<file path="config.mk">
export PLATFORM = sky130hd
export DESIGN_NAME = bwrs_seq
export DESIGN_NICKNAME = d
export VERILOG_FILES = /design/src/rtl/core/bwrs_pkg.sv /design/src/rtl/core/bwrs_seq.sv
export SDC_FILE = /design/constraint.sdc
export NUM_CORES = 1
export LEC_CHECK = 0
export BUFFER_PORTS_ARGS = -buffer_cell sky130_fd_sc_hd__buf_2
export CAP_MARGIN = 10
export CELL_PAD_IN_SITES_DETAIL_PLACEMENT = 1
export CELL_PAD_IN_SITES_GLOBAL_PLACEMENT = 1
export CORE_AREA = 5 5 42 44
export CTS_CLUSTER_DIAMETER = 80
export DETAILED_ROUTE_END_ITERATION = 8
export DIE_AREA = 0 0 47 49
export GPL_TIMING_DRIVEN = 0
export PLACE_DENSITY_LB_ADDON = 0.1
export RECOVER_POWER = 50
export SLEW_MARGIN = 25
export SYNTH_ARGS = -nofsm -noshare
export SYNTH_HDL_FRONTEND = slang
export SYNTH_SLANG_ARGS = --single-unit
</file>
<file path="constraint.sdc">
create_clock -name aclk -period 2.3 [get_ports aclk]
set_input_delay 0.46 -clock aclk [delete_from_list [all_inputs] [get_ports aclk]]
set_output_delay 0.46 -clock aclk [all_outputs]
set_load 0.05 [all_outputs]
</file>
<file path="src/rtl/core/bwrs_pkg.sv">
// Shared types, constants and the microcode program of the burst/wait stats block.
// No dependencies; every other file of the block uses this package.
`default_nettype none

package bwrs_pkg;

    localparam int SampleW  = 32;
    localparam int CountW   = 31;
    localparam int TotalW   = 64;
    localparam int DivSteps = TotalW;
    localparam int DivCntW  = $clog2(DivSteps);
    localparam int PcW      = 3;

    localparam logic [CountW-1:0] COUNT_MAX = {CountW{1'b1}};

    typedef logic [PcW-1:0] pc_t;

    // datapath function of one step
    typedef enum logic [2:0] {
        FN_IDLE,
        FN_MUL,
        FN_ADD,
        FN_DIV,
        FN_FIX,
        FN_PUB
    } func_t;

    // jump condition of one step
    typedef enum logic [1:0] {
        CD_NEXT,
        CD_ALWAYS,
        CD_SKIP,
        CD_DIV_MORE
    } cond_t;

    typedef struct packed {
        func_t func;
        cond_t cond;
        pc_t   target;
    } ucode_t;

    // datapath flags seen by the sequencer
    typedef struct packed {
        logic skip;
        logic div_more;
    } dp_status_t;

    // program addresses
    localparam pc_t STEP_IDLE = 3'd0;
    localparam pc_t STEP_MUL  = 3'd1;
    localparam pc_t STEP_ADD  = 3'd2;
    localparam pc_t STEP_DIV  = 3'd3;
    localparam pc_t STEP_FIX  = 3'd4;
    localparam pc_t STEP_PUB  = 3'd5;

    // control store
    function automatic ucode_t ucode_rom(input pc_t pc);
        ucode_t uw;
        unique case (pc)
            STEP_IDLE: uw = '{func: FN_IDLE, cond: CD_NEXT,     target: STEP_IDLE};
            STEP_MUL:  uw = '{func: FN_MUL,  cond: CD_SKIP,     target: STEP_PUB};
            STEP_ADD:  uw = '{func: FN_ADD,  cond: CD_NEXT,     target: STEP_IDLE};
            STEP_DIV:  uw = '{func: FN_DIV,  cond: CD_DIV_MORE, target: STEP_DIV};
            STEP_FIX:  uw = '{func: FN_FIX,  cond: CD_NEXT,     target: STEP_IDLE};
            STEP_PUB:  uw = '{func: FN_PUB,  cond: CD_ALWAYS,   target: STEP_IDLE};
            default:   uw = '{func: FN_IDLE, cond: CD_ALWAYS,   target: STEP_IDLE};
        endcase
        return uw;
    endfunction

endpackage

`default_nettype wire

</file>
<file path="src/rtl/core/bwrs_seq.sv">
// Microcode sequencer: step counter, control store read and jump logic.
// Depends on bwrs_pkg.
`default_nettype none

module bwrs_seq (
    input  wire logic                aclk,
    input  wire logic                aresetn,
    input  wire logic                s_valid,
    input  wire logic                out_free,
    input  wire bwrs_pkg::dp_status_t status,
    output bwrs_pkg::ucode_t         ctrl
);

    bwrs_pkg::pc_t pc_reg;
    bwrs_pkg::pc_t pc_next;
    logic          hold;
    logic          take_jump;

    assign ctrl = bwrs_pkg::ucode_rom(pc_reg);

    // a step holds while it waits on a handshake
    assign hold = ((ctrl.func == bwrs_pkg::FN_IDLE) && !s_valid) ||
                  ((ctrl.func == bwrs_pkg::FN_PUB) && !out_free);

    // jump condition decode
    always_comb begin
        unique case (ctrl.cond)
            bwrs_pkg::CD_NEXT:     take_jump = 1'b0;
            bwrs_pkg::CD_ALWAYS:   take_jump = 1'b1;
            bwrs_pkg::CD_SKIP:     take_jump = status.skip;
            bwrs_pkg::CD_DIV_MORE: take_jump = status.div_more;
            default:               take_jump = 1'b0;
        endcase
    end

    always_comb begin
        if (hold) begin
            pc_next = pc_reg;
        end else if (take_jump) begin
            pc_next = ctrl.target;
        end else begin
            pc_next = pc_reg + bwrs_pkg::pc_t'(1);
        end
    end

    always_ff @(posedge aclk) begin
        if (!aresetn) begin
            pc_reg <= bwrs_pkg::STEP_IDLE;
        end else begin
            pc_reg <= pc_next;
        end
    end

endmodule

`default_nettype wire

</file>
# Word-level counts from Yosys, hierarchy flattened
# Index checks and enable logic that the tools add are counted.
[classes]
addsub = 1
n_mul = 0
n_div = 0
n_lt_le_gt_ge = 0
n_eq_ne = 9
shift = 0
muxes = 3
n_bitwise = 0
n_reduce_logical = 8
[op_table]
columns = ["cell", "count"]
rows = [
  ["one-hot mux 8 bit (6 select lines)", 1],
  ["== test 3 bit (second input constant)", 3],
  ["== test 3 x 2 -> 1 bit (second input constant)", 2],
  ["logical NOT 3 bit", 2],
  ["== test 2 bit (second input constant)", 2],
  ["one-hot mux 1 bit (4 select lines)", 1],
  ["adder 3 x 1 -> 3 bit (second input constant)", 1],
  ["== test 3 x 1 -> 1 bit (second input constant)", 1],
  ["2-to-1 mux 3 bit", 1],
  ["== test 2 x 1 -> 1 bit (second input constant)", 1],
  ["logical AND 1 bit", 2],
  ["logical NOT 1 bit", 2],
  ["logical NOT 2 bit", 1],
  ["logical OR 1 bit", 1],
]
[totals]
regBits = 3
latchBits = 0
mem_bits_rw = 0
mem_bits_ro = 0
inputBits = 6
mem_count = 0

# Depth between registers and ports, before layout
[logic_depth]
word_depth = 5
mapped_depth = 7
mapped_depth_nobuf = 6

# Worst setup path after synthesis
# Ideal clock, no wire load.
[synth_timing]
path_type = "register -> output"
from = "register pc_reg[0]"
to = "output port ctrl[4] (netlist bit)"
arrival_time_ns = 1.614
required_ns = 1.840
setup_slack_ns = 0.226
stages_incl_launch_ff = 6
path_buffers = 2
cell_sequence = "dfxtp_1 > ha_1 > ha_1 > bufbuf_16 > or2_2 > buf_4"
[synth_lines]
columns = ["item", "line_no", "text"]
rows = [
  ["from (decl)", "bwrs_seq.sv:14", "bwrs_pkg::pc_t pc_reg;"],
  ["from (signal assigned)", "bwrs_seq.sv:48", "pc_reg <= bwrs_pkg::STEP_IDLE;"],
  ["from (signal assigned)", "bwrs_seq.sv:50", "pc_reg <= pc_next;"],
  ["to (decl)", "bwrs_seq.sv:11", "output bwrs_pkg::ucode_t ctrl"],
]

==> out/qor.csv <==
stage;metric;value;unit
clock_network;CTS Buf Count;3;
die;I/O Pins;14;
drt;DR iter-0 viols;1;
worst_hold_path;Hold Path Class;in -> reg;
logic_synthesis;Mapped Nets;55;
clock_network;hold-fix buffers at CTS;0;
sta;Final min period;2.22;ns
clock_network;Clock Tree Buf Depth;2;
sta;hold slack;0.500;ns
clock_network;H-tree depth;1;
clock_network;post-CTS setup buffer count;0;
critical_path;worst reg-to-reg setup slack;0.65;ns
final_layout;layout cells sized above 1;0.475;
clock_network;clock-pin transition on the worst setup and hold timing paths;0.04;ns
sta;Fin. Hold Viols;0;
sta;Slew @ Worst Pin;0.604;ns
critical_path;FF-to-FF path depth;6;
logic_synthesis;Yosys warnings;0;
clock_network;clock sink count;3;
logic_synthesis;largest area contributor in the netlist;ha_1;
die;Total Die Area;2300;um2
drt;DRT Pass-1 Iters;3;
place;hpwl dp;775;um
die;DIE WIDTH;47;um
critical_path;startpoint types;flop;
worst_hold_path;Hold Path End;pc_reg[2]$_SDFFE_PN0N_;
logic_synthesis;Seq/Total Area, Yosys;0.154;
drt;WL final;928;um
critical_path;Critical R2R Launch;pc_reg[1]$_SDFFE_PN0N_;
sta;Max Clock Skew;0.00231;ns
sta;RSZ-0062 raised after global routing;no;
global_route;initial antenna violation count;0;
logic_synthesis;top post-synthesis cells by area;ha_1 (16%), dfxtp_1 (15%), bufbuf_16 (8.3%);
global_route;vias in the first global route;329;
critical_path;CP arrival;1.76;ns
final_layout;Area growth, synth to finish;34.0;%
place;Post-Place Worst Slack;0.184;ns
logic_synthesis;Synth Register Bits;3;
drt;Final ANT Viol Nets;0;
global_route;first-pass GRT wire length;1.50;mm
global_route;Tot GR Track Use;0.0885;
final_layout;fin nets;73;
final_layout;max reg flops;3;
sta;fin crit share;0.965;
clock_network;Worst-Skew Late Latency;0.23;ns
global_route;largest net degree at the start of global routing;11;
sta;f_max;451;MHz
logic_synthesis;top cells by count, synth;inv_1 (6), ha_1 (5), dfxtp_1 (3), o21ai_0 (3);
place;Placer Congestion;0.752;
die;Rows;14;
die;Die Ht;49;um
logic_synthesis;Async S/R FF share, synth;0;
sta;max-slew violation count;0;
logic_synthesis;most numerous cell in the Yosys netlist;inv_1;
global_route;total gr overflow;0;
place;Port-buffer cells;13;
die;Initial Util;0.279;
drt;routed len/inst;12.1;um
final_layout;final core occ;0.373;
worst_hold_path;hold path cells;3;
clock_network;CTS root buf;clkbuf_4;
worst_hold_path;Hold Startpoint;aresetn;
die;Core Box Area;1400;um2
sta;final worst slack;0.0803;ns
logic_synthesis;top_reg_cell synth;dfxtp_1;
drt;vias per cell;4.86;
critical_path;CP Capture Type;output port;
drt;total number of vias;374;
sta;Relative slew margins;0.599;
clock_network;CTS tree;done;
critical_path;Worst EP required;1.84;ns
critical_path;worst r2r dst;pc_reg[1]$_SDFFE_PN0N_;
final_layout;fillers;185;
logic_synthesis;EDFF count, synth;0;
logic_synthesis;Post-Syn Instances;44;
sta;Final Setup Violations;0;
logic_synthesis;mapped cell area;390;um2
logic_synthesis;top cell type's share of synthesized area;0.160;
final_layout;# diodes;0;
logic_synthesis;Distinct cells, synth;28;
outcome;status;complete, no violations;
sta;Final TNS setup;0;ns
critical_path;kind of critical path;reg -> out;
flow_run;max_cap viols;0;
logic_synthesis;syn avg cell area;8.87;um2
drt;Post-route DRC;0;
critical_path;Max FO, Critical Path;10;
## critical path: stages, from the launching register on
cell and delay, ns:
dfxtp_4 0.35, ha_2 0.18, ha_2 0.17, bufbuf_16 0.26, or2_2 0.29, buf_4 0.14
buf_8 0.14
## layer usage
| layer | track usage | wire (um) |
|---|---|---|
| met1 | 0.120 | 387 |
| met5 | 0 | 0 |
| met3 | 0.0443 | 80 |
| met2 | 0.133 | 460 |
| met4 | 0 | 0 |
## what timing repair did
action,in CTS,in global routing
endpoints found under the setup margin,1,2
endpoints found under the hold margin,0,0
gates resized for setup,4,7
pin swaps,0,0
## cells by family (layout without fill, tap and decap cells)
| group | Yosys count | after routing | synth area share |
|---|---|---|---|
| AND/OR/NAND/NOR | 14 | 14 | 0.240 |
| AO/OA/AOI/OAI | 13 | 13 | 0.276 |
| buffers and inverters | 9 | 26 | 0.170 |
| adder cells (fa/ha/maj) | 5 | 5 | 0.160 |
| flip-flops | 3 | 3 | 0.154 |
## how the worst max path moves through the flow
stage                                      start       to  slack [ns]  cells after the start
final                     pc_reg[0]$_SDFFE_PN0N_  ctrl[4]        0.08                      6
after global routing      pc_reg[0]$_SDFFE_PN0N_  ctrl[4]        0.02                      6
after CTS                 pc_reg[0]$_SDFFE_PN0N_  ctrl[4]       0.001                      6
after detailed placement  pc_reg[2]$_SDFFE_PN0N_  ctrl[4]        0.18                      6
after global placement    pc_reg[2]$_SDFFE_PN0N_  ctrl[4]        0.17                      6
after floorplan           pc_reg[0]$_SDFFE_PN0N_  ctrl[4]        0.23                      5
## cells in the final DEF (no fill, tap or decap)
cell / instances
clkbuf_1: 4
nand2_1: 1
a21oi_1: 2
clkbuf_4: 3
buf_4: 1
or3_1: 1
bufbuf_16: 1
nor2_1: 2
nor4b_1: 1
or2b_1: 1
o21a_1: 1
and3_1: 1
a221oi_2: 1
o221ai_2: 1
o21ai_0: 3
a21o_1: 1
nand3b_1: 1
a31oi_1: 1
o32ai_1: 1
inv_1: 6
ha_2: 3
nand2b_1: 1
o21ai_4: 1
dfxtp_4: 1
buf_8: 1
and2b_4: 1
or2_2: 2
nand3_1: 1
ha_1: 2
o22ai_2: 1
dfxtp_2: 2
buf_2: 10
nor2b_1: 1
## stage by stage
| step | cell area, um2 | std cells |
|---|---|---|
| after global placement | 475 | 73 |
| after floorplan | 390 | 44 |
| after detailed placement | 475 | 73 |
| final | 523 | 77 |
| after global routing | 523 | 77 |
| after CTS | 508 | 77 |
## layout make-up
cell class / count / area, um2 / share of cell area
tap: 16 / 20.0 / 0.0383
sequential: 3 / 66.3 / 0.127
buffer: 3 / 43.8 / 0.0837
inverter: 6 / 22.5 / 0.0431
clock buffer: 4 / 26.3 / 0.0502
timing repair buffer: 13 / 72.6 / 0.139
multi-input combinational: 32 / 272 / 0.519
Power is not shown: default switching activity piles up to over one toggle a cycle in this logic, so the estimate is an artifact.
